==> src/hw/rtl/kmor_pkg.sv <==
// Shared types and constants for the k-way merge of occurrence records.
`default_nettype none
package kmor_pkg;

	// Number of run heads held by the block.
	localparam int MAX_RUNS = 16;
	// Runs addressable by the 4-bit run index.
	localparam int INDEX_SPAN = 16;
	localparam int RUN_LIMIT = (MAX_RUNS < INDEX_SPAN) ? MAX_RUNS : INDEX_SPAN;
	localparam int RUN_W = $clog2(MAX_RUNS);
	localparam int CFG_W = 5;
	localparam int IDX_IN_W = 4;

	localparam logic [CFG_W-1:0] RUNS_MAX = CFG_W'(RUN_LIMIT);
	localparam logic [CFG_W-1:0] RUNS_MIN = CFG_W'(1);

	// One run head; field order gives the sort order as a packed vector.
	typedef struct packed {
		logic [63:0] hash;
		logic [31:0] page;
		logic [31:0] pos;
	} head_t;

	// Control from the sequencer to the minimum unit.
	typedef struct packed {
		logic             start;
		logic             en;
		logic             vld;
		logic [RUN_W-1:0] idx;
	} cmp_ctl_t;

	// Current best head found by the minimum unit.
	typedef struct packed {
		logic             found;
		logic [RUN_W-1:0] idx;
	} cmp_best_t;

	// Clamp the register value to the number of runs taking part.
	function automatic logic [CFG_W-1:0] active_runs(input logic [CFG_W-1:0] v);
		logic [CFG_W-1:0] n;
		n = v;
		if (n < RUNS_MIN) n = RUNS_MIN;
		if (n > RUNS_MAX) n = RUNS_MAX;
		return n;
	endfunction

endpackage
`default_nettype wire

==> src/hw/rtl/kmor_head_ram.sv <==
// Synchronous head memory: one write port, one registered read port.
`default_nettype none
module kmor_head_ram (
	input  wire logic                     clk,
	input  wire logic                     we,
	input  wire logic [kmor_pkg::RUN_W-1:0] waddr,
	input  wire kmor_pkg::head_t          wdata,
	input  wire logic [kmor_pkg::RUN_W-1:0] raddr,
	output kmor_pkg::head_t               rdata
);
	import kmor_pkg::*;

	head_t mem [MAX_RUNS];

	// Write and read in one clocked block; read data is registered and appears in the following cycle.
	always_ff @(posedge clk) begin
		if (we) begin
			mem[waddr] <= wdata;
		end
		rdata <= mem[raddr];
	end

endmodule
`default_nettype wire

==> src/hw/rtl/kmor_min_unit.sv <==
// Sequenced comparator that keeps the smallest valid head seen during a scan.
`default_nettype none
module kmor_min_unit (
	input  wire logic               clk,
	input  wire logic               arst_n,
	input  wire kmor_pkg::cmp_ctl_t ctl,
	input  wire kmor_pkg::head_t    rd_head,
	output kmor_pkg::cmp_best_t     best,
	output kmor_pkg::head_t         best_head
);
	import kmor_pkg::*;

	cmp_best_t best_q;
	head_t     best_head_q;
	logic      take;

	// Strictly smaller wins, so the lowest run index keeps ties.
	assign take = ctl.en && ctl.vld && (!best_q.found || (rd_head < best_head_q));

	always_ff @(posedge clk or negedge arst_n) begin
		if (!arst_n) begin
			best_q <= '0;
		end else if (ctl.start) begin
			best_q <= '0;
		end else if (take) begin
			best_q.found <= 1'b1;
			best_q.idx   <= ctl.idx;
		end
	end

	// Key register needs no reset; it is read only once found is set.
	always_ff @(posedge clk) begin
		if (take) begin
			best_head_q <= rd_head;
		end
	end

	assign best      = best_q;
	assign best_head = best_head_q;

endmodule
`default_nettype wire

==> src/hw/rtl/kway_merge_occurrence_records.sv <==
// Top level of the k-way merge: handshakes, run bookkeeping and scan sequencer.
// A refill that leaves some run still awaiting a refill returns to idle from the check state
// with no word. A refill that completes the set runs through the check, scan, last and emit states
// to a registered output word; the scan feeds the comparator one head memory read per run in use.
// One item is in work at a time; the next is accepted once the result sits in the output register.
// Reset clears control, valid bits and pending refills (all runs await one); heads are not cleared.
`default_nettype none
module kway_merge_occurrence_records (
	input  wire logic                          clk,
	input  wire logic                          arst_n,
	input  wire logic                          in_valid,
	output logic                               in_stall,
	input  wire logic [kmor_pkg::IDX_IN_W-1:0] run_index,
	input  wire logic                          has_record,
	input  wire logic [63:0]                   rec_hash,
	input  wire logic [31:0]                   page_id,
	input  wire logic [31:0]                   position,
	output logic                               out_valid,
	input  wire logic                          out_stall,
	output logic [63:0]                        out_hash,
	output logic [31:0]                        out_page,
	output logic [31:0]                        out_position,
	output logic [kmor_pkg::IDX_IN_W-1:0]      source_run,
	output logic                               all_done,
	input  wire logic                          cfg_valid,
	output logic                               cfg_ready,
	input  wire logic [kmor_pkg::CFG_W-1:0]    runs_in_use
);
	import kmor_pkg::*;

	localparam logic [2:0] ST_IDLE  = 3'd0;
	localparam logic [2:0] ST_CHECK = 3'd1;
	localparam logic [2:0] ST_SCAN  = 3'd2;
	localparam logic [2:0] ST_LAST  = 3'd3;
	localparam logic [2:0] ST_EMIT  = 3'd4;

	logic [2:0]          state_q;
	logic [CFG_W-1:0]    runs_q;
	logic [CFG_W-1:0]    n_act;
	logic [CFG_W-1:0]    n_cfg;
	logic [MAX_RUNS-1:0] valid_q;
	logic [MAX_RUNS-1:0] await_q;
	logic [RUN_W-1:0]    idx_q;
	logic                cmp_en_s1;
	logic                cmp_vld_s1;
	logic [RUN_W-1:0]    cmp_idx_s1;
	logic                in_fire;
	logic                cfg_fire;
	logic                out_free;
	logic [RUN_W-1:0]    wr_run;
	logic                hit;
	logic                last_issue;
	head_t               wr_head;
	head_t               rd_head;
	head_t               best_head;
	cmp_ctl_t            ctl;
	cmp_best_t           best;

	logic                out_valid_q;
	logic [63:0]         out_hash_q;
	logic [31:0]         out_page_q;
	logic [31:0]         out_pos_q;
	logic [IDX_IN_W-1:0] out_src_q;
	logic                out_done_q;

	// Handshakes; a configuration write wins over an input word in the same cycle.
	assign cfg_ready = (state_q == ST_IDLE);
	assign cfg_fire  = cfg_valid && cfg_ready;
	assign in_stall  = (state_q != ST_IDLE) || cfg_valid;
	assign in_fire   = in_valid && !in_stall;
	assign out_free  = !out_valid_q || !out_stall;

	assign n_act = active_runs(runs_q);
	assign n_cfg = active_runs(runs_in_use);

	// A refill counts only for a run in use that awaits one.
	assign wr_run  = RUN_W'(run_index);
	assign hit     = ({1'b0, run_index} < n_act) && await_q[wr_run];
	assign wr_head = '{hash: rec_hash, page: page_id, pos: position};

	assign last_issue = (CFG_W'(idx_q) == (n_act - CFG_W'(1)));

	kmor_head_ram u_ram (
		.clk   (clk),
		.we    (in_fire && hit && has_record),
		.waddr (wr_run),
		.wdata (wr_head),
		.raddr (idx_q),
		.rdata (rd_head)
	);

	assign ctl = '{start: (state_q == ST_CHECK), en: cmp_en_s1, vld: cmp_vld_s1,
	               idx: cmp_idx_s1};

	kmor_min_unit u_min (
		.clk       (clk),
		.arst_n    (arst_n),
		.ctl       (ctl),
		.rd_head   (rd_head),
		.best      (best),
		.best_head (best_head)
	);

	// Sequencer, run bookkeeping and read stage.
	always_ff @(posedge clk or negedge arst_n) begin
		if (!arst_n) begin
			state_q    <= ST_IDLE;
			runs_q     <= RUNS_MAX;
			valid_q    <= '0;
			await_q    <= '1;
			idx_q      <= '0;
			cmp_en_s1  <= 1'b0;
			cmp_vld_s1 <= 1'b0;
			cmp_idx_s1 <= '0;
		end else begin
			cmp_en_s1  <= (state_q == ST_SCAN);
			cmp_vld_s1 <= valid_q[idx_q];
			cmp_idx_s1 <= idx_q;
			case (state_q)
				ST_IDLE: begin
					if (cfg_fire) begin
						runs_q  <= runs_in_use;
						valid_q <= '0;
						for (int i = 0; i < MAX_RUNS; i++) begin
							await_q[i] <= (i < int'(n_cfg));
						end
					end else if (in_fire) begin
						if (hit) begin
							await_q[wr_run] <= 1'b0;
							valid_q[wr_run] <= has_record;
						end
						state_q <= ST_CHECK;
					end
				end
				ST_CHECK: begin
					idx_q   <= '0;
					state_q <= (|await_q) ? ST_IDLE : ST_SCAN;
				end
				ST_SCAN: begin
					if (last_issue) begin
						state_q <= ST_LAST;
					end else begin
						idx_q <= idx_q + RUN_W'(1);
					end
				end
				ST_LAST: begin
					state_q <= ST_EMIT;
				end
				ST_EMIT: begin
					if (out_free) begin
						if (best.found) begin
							valid_q[best.idx] <= 1'b0;
							await_q[best.idx] <= 1'b1;
						end
						state_q <= ST_IDLE;
					end
				end
				default: begin
					state_q <= ST_IDLE;
				end
			endcase
		end
	end

	// Output register control.
	always_ff @(posedge clk or negedge arst_n) begin
		if (!arst_n) begin
			out_valid_q <= 1'b0;
		end else if (state_q == ST_EMIT && out_free) begin
			out_valid_q <= 1'b1;
		end else if (!out_stall) begin
			out_valid_q <= 1'b0;
		end
	end

	// Output payload: the smallest head, or a done word with zero fields.
	always_ff @(posedge clk) begin
		if (state_q == ST_EMIT && out_free) begin
			if (best.found) begin
				out_hash_q <= best_head.hash;
				out_page_q <= best_head.page;
				out_pos_q  <= best_head.pos;
				out_src_q  <= IDX_IN_W'(best.idx);
				out_done_q <= 1'b0;
			end else begin
				out_hash_q <= '0;
				out_page_q <= '0;
				out_pos_q  <= '0;
				out_src_q  <= '0;
				out_done_q <= 1'b1;
			end
		end
	end

	assign out_valid    = out_valid_q;
	assign out_hash     = out_hash_q;
	assign out_page     = out_page_q;
	assign out_position = out_pos_q;
	assign source_run   = out_src_q;
	assign all_done     = out_done_q;

	// A run never holds a valid head while it awaits a refill.
	a_valid_await_disjoint: assert property (@(posedge clk) disable iff (!arst_n)
		(valid_q & await_q) == '0)
		else $error("run both valid and awaiting refill");

	// A scan starts only when no run awaits a refill.
	a_scan_no_await: assert property (@(posedge clk) disable iff (!arst_n)
		(state_q == ST_SCAN) |-> (await_q == '0))
		else $error("scan started with a refill pending");

	// An emitted record leaves its run awaiting a refill.
	a_emit_requests: assert property (@(posedge clk) disable iff (!arst_n)
		(state_q == ST_EMIT && out_free && best.found) |=> await_q[$past(best.idx)])
		else $error("emitted run not marked for refill");

	// A done word carries no run.
	a_done_zero: assert property (@(posedge clk) disable iff (!arst_n)
		(out_valid_q && out_done_q) |-> (out_src_q == '0 && out_hash_q == '0))
		else $error("done word with nonzero fields");

endmodule
`default_nettype wire

==> config.mk <==
export PLATFORM = sky130hd
export DESIGN_NAME = kway_merge_occurrence_records
export DESIGN_NICKNAME = d
export VERILOG_FILES = /design/src/hw/rtl/kmor_pkg.sv /design/src/hw/rtl/kmor_head_ram.sv /design/src/hw/rtl/kmor_min_unit.sv /design/src/hw/rtl/kway_merge_occurrence_records.sv
export SDC_FILE = /design/constraint.sdc
export NUM_CORES = 2
export LEC_CHECK = 0
export BUFFER_PORTS_ARGS = -buffer_cell sky130_fd_sc_hd__buf_2
export CELL_PAD_IN_SITES_DETAIL_PLACEMENT = 1
export CELL_PAD_IN_SITES_GLOBAL_PLACEMENT = 2
export CORE_UTILIZATION = 53
export DETAILED_ROUTE_END_ITERATION = 10
export PLACE_DENSITY_LB_ADDON = 0.1
export SYNTH_ARGS = -nofsm -noshare
export SYNTH_HDL_FRONTEND = slang
export SYNTH_HIERARCHICAL = 1
export SYNTH_SLANG_ARGS = --single-unit
==> constraint.sdc <==
create_clock -name clk -period 27.6 [get_ports clk]
set_clock_uncertainty 0.1 [all_clocks]
set_input_delay 5.52 -clock clk [delete_from_list [all_inputs] [get_ports clk]]
set_output_delay 5.52 -clock clk [all_outputs]
set_load 0.05 [all_outputs]
# ---- After elaboration in Yosys (flattened, before gate mapping)
# Memory sizes are Yosys's and may differ from the RTL's. A register that Yosys moved wholly into a read port is not among the register bits.
# Cells that the tools add are included.
dict set report word_totals {
  in_bits 143
  ram_bits 2048
  reg_bits 317
  n_memories 1
  wordCells 135
}
# memory depth width rd rd_clocked_by_memory_dff wr line_no
set memory_table {}
lappend memory_table {u_ram.mem 16 128 1 1 1 kmor_head_ram.sv:13} ;# head_t mem [MAX_RUNS];
dict set report classes {
  n_eq_ne 14
  n_addsub 2
  n_mux 40
  reduce_logical 27
  n_bitwise 5
  n_lt_le_gt_ge 27
}
# op count
set op_table {}
lappend op_table {{$mux 16} 10}
lappend op_table {{$lt 128x128->1} 1}
lappend op_table {{$pmux 16 s2} 2}
lappend op_table {{$lt 4x5->1 const A} 8}
lappend op_table {{$and 16x16->16} 2}
lappend op_table {{$not 16->16} 2}
lappend op_table {{$mux 5} 6}
lappend op_table {{$lt 3x5->1 const A} 4}
lappend op_table {{$bwmux 16} 1}
lappend op_table {{$or 16x16->16} 1}
lappend op_table {{$reduce_or 16->1} 1}
lappend op_table {{$lt 4x5->1 const B} 3}
lappend op_table {{$pmux 3 s5} 1}
lappend op_table {{$mux 3} 4}
lappend op_table {{$gt 5x5->1 const B} 2}
lappend op_table {{$logic_and 1x1->1} 10}
lappend op_table {{$lt 1x5->1 const A} 2}
lappend op_table {{$lt 2x5->1 const A} 2}
lappend op_table {{$lt 5x1->1 const B} 2}
lappend op_table {{$mux 1} 9}
lappend op_table {{$bmux 1 s4} 2}
lappend op_table {{$demux 1 s4} 2}
lappend op_table {{$ge 4x1->1 const B} 2}
lappend op_table {{$ne 2x2->1 const B} 4}
lappend op_table {{20 further kinds} 32}

# ---- Depth between registers and ports, before layout
dict set report logic_depth {
  word_depth 10
  depth_mapped 10
}

# ---- Modules after synthesis
# The synthesis kept the hierarchy.
# mod seq_area_each_um2 instances area_per_inst_um2 cells_per_inst
set modules_own_cells {}
lappend modules_own_cells {kmor_head_ram 64061.4 1 79331.1 3365}
lappend modules_own_cells {kway_merge_occurrence_records 5291.3 1 8410.6 695}
lappend modules_own_cells {kmor_min_unit 3968.8 1 7268.2 598}

# ---- Worst setup path before layout
# OpenSTA, ideal clock, no wires.
dict set report synth_path {
  path_type {input-to-reg}
  from {input port run_index[1] in the netlist's numbering}
  to {memory u_ram/mem[0][0] in the netlist's numbering (enable)}
  path_buffers 1
  path_stages 8
  slack_ps 10765
  arrival_ps 15961
  setup_time_ps 774
  required_time_ps 26726
  path_cell_list {buf_4 mux4_2 nor2_1 a2111oi_4 o21ai_0 nor3_1 or3b_2 nor3_1}
}
dict set report synth_via {
  elab_chain_len 7
  elab_cells_between_ends 8
  classes_between {1 x order compare; 4 x mux; 3 x reduce/logical}
}
# element line_no
set synth_rtl {}
lappend synth_rtl {{start: declaration} kway_merge_occurrence_records.sv:13} ;# input wire logic [kmor_pkg::IDX_IN_W-1:0] run_index,
lappend synth_rtl {{$bmux 1 s4} kway_merge_occurrence_records.sv:78} ;# assign hit = ({1'b0, run_index} < n_act) && await_q[wr_run];
lappend synth_rtl {{$mux 1 (not written as such)} kway_merge_occurrence_records.sv:78}
lappend synth_rtl {{$logic_and 1x1->1} kway_merge_occurrence_records.sv:78}
lappend synth_rtl {{$logic_and 1x1->1 (2 in series)} kway_merge_occurrence_records.sv:85} ;# .we (in_fire && hit && has_record),
lappend synth_rtl {{$mux 1} kmor_head_ram.sv:17} ;# if (we) begin
lappend synth_rtl {{$mux 1 (not written as such)} kmor_head_ram.sv:18} ;# mem[waddr] <= wdata;
lappend synth_rtl {{end: declaration} kmor_head_ram.sv:13}
# Several ways; a longest one is shown, not always the timed one. The select of a mux whose other input is x is not followed.

# ---- Final worst setup path
dict set report layout_path {
  from {input port cfg_valid}
  to {output port in_stall}
}
dict set report layout_via {
  elab_chain_len 1
}
# element line_no
set layout_rtl {}
lappend layout_rtl {{start: declaration} kway_merge_occurrence_records.sv:25} ;# input wire logic cfg_valid,
lappend layout_rtl {{$logic_or 1x1->1} kway_merge_occurrence_records.sv:69} ;# assign in_stall = (state_q != ST_IDLE) || cfg_valid;
lappend layout_rtl {{end: declaration} kway_merge_occurrence_records.sv:12} ;# output logic in_stall,
# No other way between the ends.

==> impl_metrics.json <==
{
  "hold_buffers": 0,
  "hp-class": "reg2reg",
  "layout.cells.non_filler": 7641,
  "swShare_pct": 19.7,
  "final_nets": 5353,
  "clk_pin_slew_worst_paths_ns": 0.05,
  "yosys-top-cells-area": "edfxtp_1, mux4_2, dfxtp_1, a22oi_1, ha_1",
  "finalPower_w": 0.00776,
  "finalCritPeriodShare_pct": 42.6,
  "crit_chain": "buf_2 > nand2b_1 > buf_2",
  "area_delta_synth_final_pct": 13.4,
  "min_period_ns": 11.77,
  "intPower_w": 0.00623,
  "switchingPower_w": 0.00153,
  "slew_headroom_pct": 24.1,
  "track_usage_pct": 26.6,
  "timing.setup.tns_ns": 0,
  "final.fill_count": 14900,
  "start_util_pct": 53.3,
  "rsz0062_at_grt": "no",
  "drive_gt1_share_pct": 24.2,
  "core_mm2": 0.178,
  "cts_made_buffers": 275,
  "cts_sinks": 2493,
  "drc": 0,
  "synth-edff-count": 2309,
  "synth_area_mm2": 0.0950,
  "synth.yosys.seq_area_share_pct": 77.2,
  "cpPeakStageDelay_ns": 0.29,
  "routedWlPerCell_um": 31.2,
  "synth.net_count": 4933,
  "grt_pass1_vias": 49900,
  "crit_type": "in2out",
  "grt-ovfl-total": 0,
  "async_reset_ff_share_pct": 2.25,
  "synth_top_area_share_pct": 73.0,
  "comb_power_share_pct": 1.6,
  "critical_path_required_ns": 21.98,
  "io_pins": 279,
  "cpLargestDelayFamily": "buffers and inverters",
  "wirelength_um": 238000,
  "die_h_um": 425,
  "tightest_slew_ns": 1.14,
  "dpl.hpwl_um": 134000,
  "p_leak_nw": 35.0,
  "cts_resized": 0,
  "cp_data_arrival_time_ns": 6.15,
  "slew_viol_final": 0,
  "grt_max_degree": 131,
  "worst_hold_slack_ns": 0.337,
  "timing.fmax_mhz": 85.0,
  "p_seq_share_pct": 53.6,
  "h-tree-depth": 5,
  "cp-start-kind": "primary input",
  "syn_inst": 4658,
  "hold_violations": 0,
  "synth_area_leader_cell": "edfxtp_1",
  "drt_iter0_drc": 4205,
  "die_x_um": 425,
  "yosysWarnings": 6,
  "synth.avg_cell_area_um2": 20.4,
  "cts-root-buf": "clkbuf_16",
  "globalplace.congestion": 0.821,
  "io_buffers": 278,
  "via_per_inst": 6.21,
  "peakVddDrop_mv": 0.0588,
  "outcome": "completed",
  "setup_violations": 0,
  "clockPowerShare_pct": 44.9,
  "maxCapViolations": 0,
  "path_max_fanout": 7,
  "ant_nets": 0,
  "rows": 155,
  "insertion_delay_ns": 0.92,
  "cts_tree": "done",
  "dieArea_mm2": 0.181,
  "cts.path.max_buffers": 4,
  "drt_pass1_iterations": 5,
  "synth_cell_types": 75,
  "synthFlopType": "edfxtp_1",
  "cpMostUsedCell": "buf_2",
  "powerDensity_mw_per_mm2": 72.1,
  "cp-end-kind": "output port",
  "grt_pass1_wl_um": 346000,
  "critPathSlowestCell": "buf_2",
  "cp.buffers_inverters": 2,
  "via_count": 47500,
  "placedCellCount": 7156,
  "cts_setup_buffers": 0,
  "ys_ff_latch": 2493,
  "grt_antenna_before_repair": 43
}
[power groups by stage]
stage           logic, W  clock network (W)  registers (W)
2_1_floorplan  0.0000490                  0        0.00423
3_3_place_gp    0.000115                  0        0.00424
3_5_place_dp    0.000121                  0        0.00424
4_1_cts         0.000121            0.00354        0.00416
5_1_grt         0.000133            0.00366        0.00416
6_report        0.000120            0.00348        0.00416
[synth_stat cells, types with 3 or more instances]
library cell / n
edfxtp_1: 2309
buf_2: 51
buf_1: 7
dfxtp_1: 128
buf_6: 15
buf_8: 4
inv_1: 144
mux2i_1: 94
dfrtp_1: 39
ha_1: 132
dfstp_2: 17
o32a_1: 6
nand3b_1: 5
and2_1: 138
a2111oi_0: 3
nor3_1: 14
nand4_1: 27
o21ai_1: 6
xor2_1: 3
nor4_1: 10
a221oi_1: 4
a211oi_1: 24
a21oi_1: 126
nor2b_1: 21
a211o_1: 4
mux4_2: 483
nor2_1: 59
o22a_1: 4
a21o_1: 24
clkbuf_1: 132
nor2_2: 3
nand2_1: 183
or3_1: 4
a31oi_1: 15
a22oi_1: 224
o22ai_1: 23
buf_4: 12
a2bb2oi_1: 3
nand2b_1: 24
o32ai_1: 5
o21ai_0: 39
nand3_1: 24
o211ai_1: 23
[per-stage QoR]
stage	utilization, %	setup slack, ns	instance area, µm²
floorplan	-	10.77	95000
global placement	55.7	15.85	99200
detailed placement	55.7	15.83	99200
CTS	60.4	15.83	108000
global route	60.4	15.82	108000
finish	60.4	15.83	108000
[layout by cell type, fill, tap and decap left out, types with 6 or more instances in the layout]
master     synthesis  layout
a211oi_1          24      24
a21o_1            24      24
a21oi_1          126     125
a22oi_1          224     224
a31oi_1           15      15
and2_1           138     137
buf_12             0      12
buf_2             51     278
buf_4             12      74
bufinv_16          0      16
clkbuf_1         132      67
clkbuf_16          0     281
clkbuf_8           0      16
clkinv_1           0      43
clkinv_2           0      43
dfrtp_1           39      34
dfstp_2           17      17
dfxtp_1          128     128
diode_2            0       9
edfxtp_1        2309    2309
ha_1             132     132
inv_1            144     144
mux2i_1           94      94
mux4_2           483     483
nand2_1          183     183
nand2b_1          24      24
nand3_1           24      24
nand4_1           27      27
nor2_1            59      44
nor2_4             0      14
nor2b_1           21      17
nor3_1            14      10
nor4_1            10      10
o211ai_1          23      23
o21ai_0           39      39
o21ai_1            6       6
o22ai_1           23      23
o32a_1             6       6
[registers in the layout, indices dropped and copies added, names as in the netlist, 5 cells and up]
register,count
u_ram/mem,2048
out_page,32
await_q,16
out_position,32
u_ram/rdata,128
valid_q,16
runs_q,5
u_min/best_head,128
out_hash,64
u_min/best,5
[kinds of logic after synthesis]
family,Yosys count,share of synthesized area [%]
adders and majority gates,132,1.74
xor gates and xnor gates,4,0.0369
muxes,579,12.5
AOI/OAI and AO/OA,563,4.09
buffers and inverters,366,1.73
and+or+nand+nor,521,2.77
DFF,2493,77.2
[final timing paths]
check	slack, ns	cells past startpoint	start	endpoint
min reg2reg	0.34	0	u_ram/rdata[92]$_DFF_P_	u_min/best_head[92]$_DFFE_PP_
max in group asynchronous	22.06	2	arst_n	idx_q[2]$_DFFE_PN0P_
max	15.83	3	cfg_valid	in_stall
max reg2reg	21.89	11	u_min/best_head[5]$_DFFE_PP_	u_min/best_head[56]$_DFFE_PP_
min in group asynchronous	4.70	2	arst_n	runs_q[1]$_DFFE_PN0P_
min	0.34	0	u_ram/rdata[92]$_DFF_P_	u_min/best_head[92]$_DFFE_PP_
[metal layers]
layer,global-route usage [%],part of all wire (%)
met4,6.89,2.4
met3,3.77,5.8
met5,0,0.052
met1,38.4,43
met2,43.1,49
[final cells by class]
class / instances / area, µm² / share of cell area (%)
Sequential cell: 2493 / 73300 / 68.1
Multi-Input combinational cell: 1799 / 20200 / 18.8
Inverter: 145 / 544 / 0.505
Clock inverter: 112 / 955 / 0.886
Antenna cell: 9 / 22.5 / 0.0209
Clock buffer: 364 / 7500 / 6.97
Timing Repair Buffer: 364 / 2190 / 2.03
Tap cell: 2355 / 2950 / 2.74
Power figures use the tool's default switching activity.
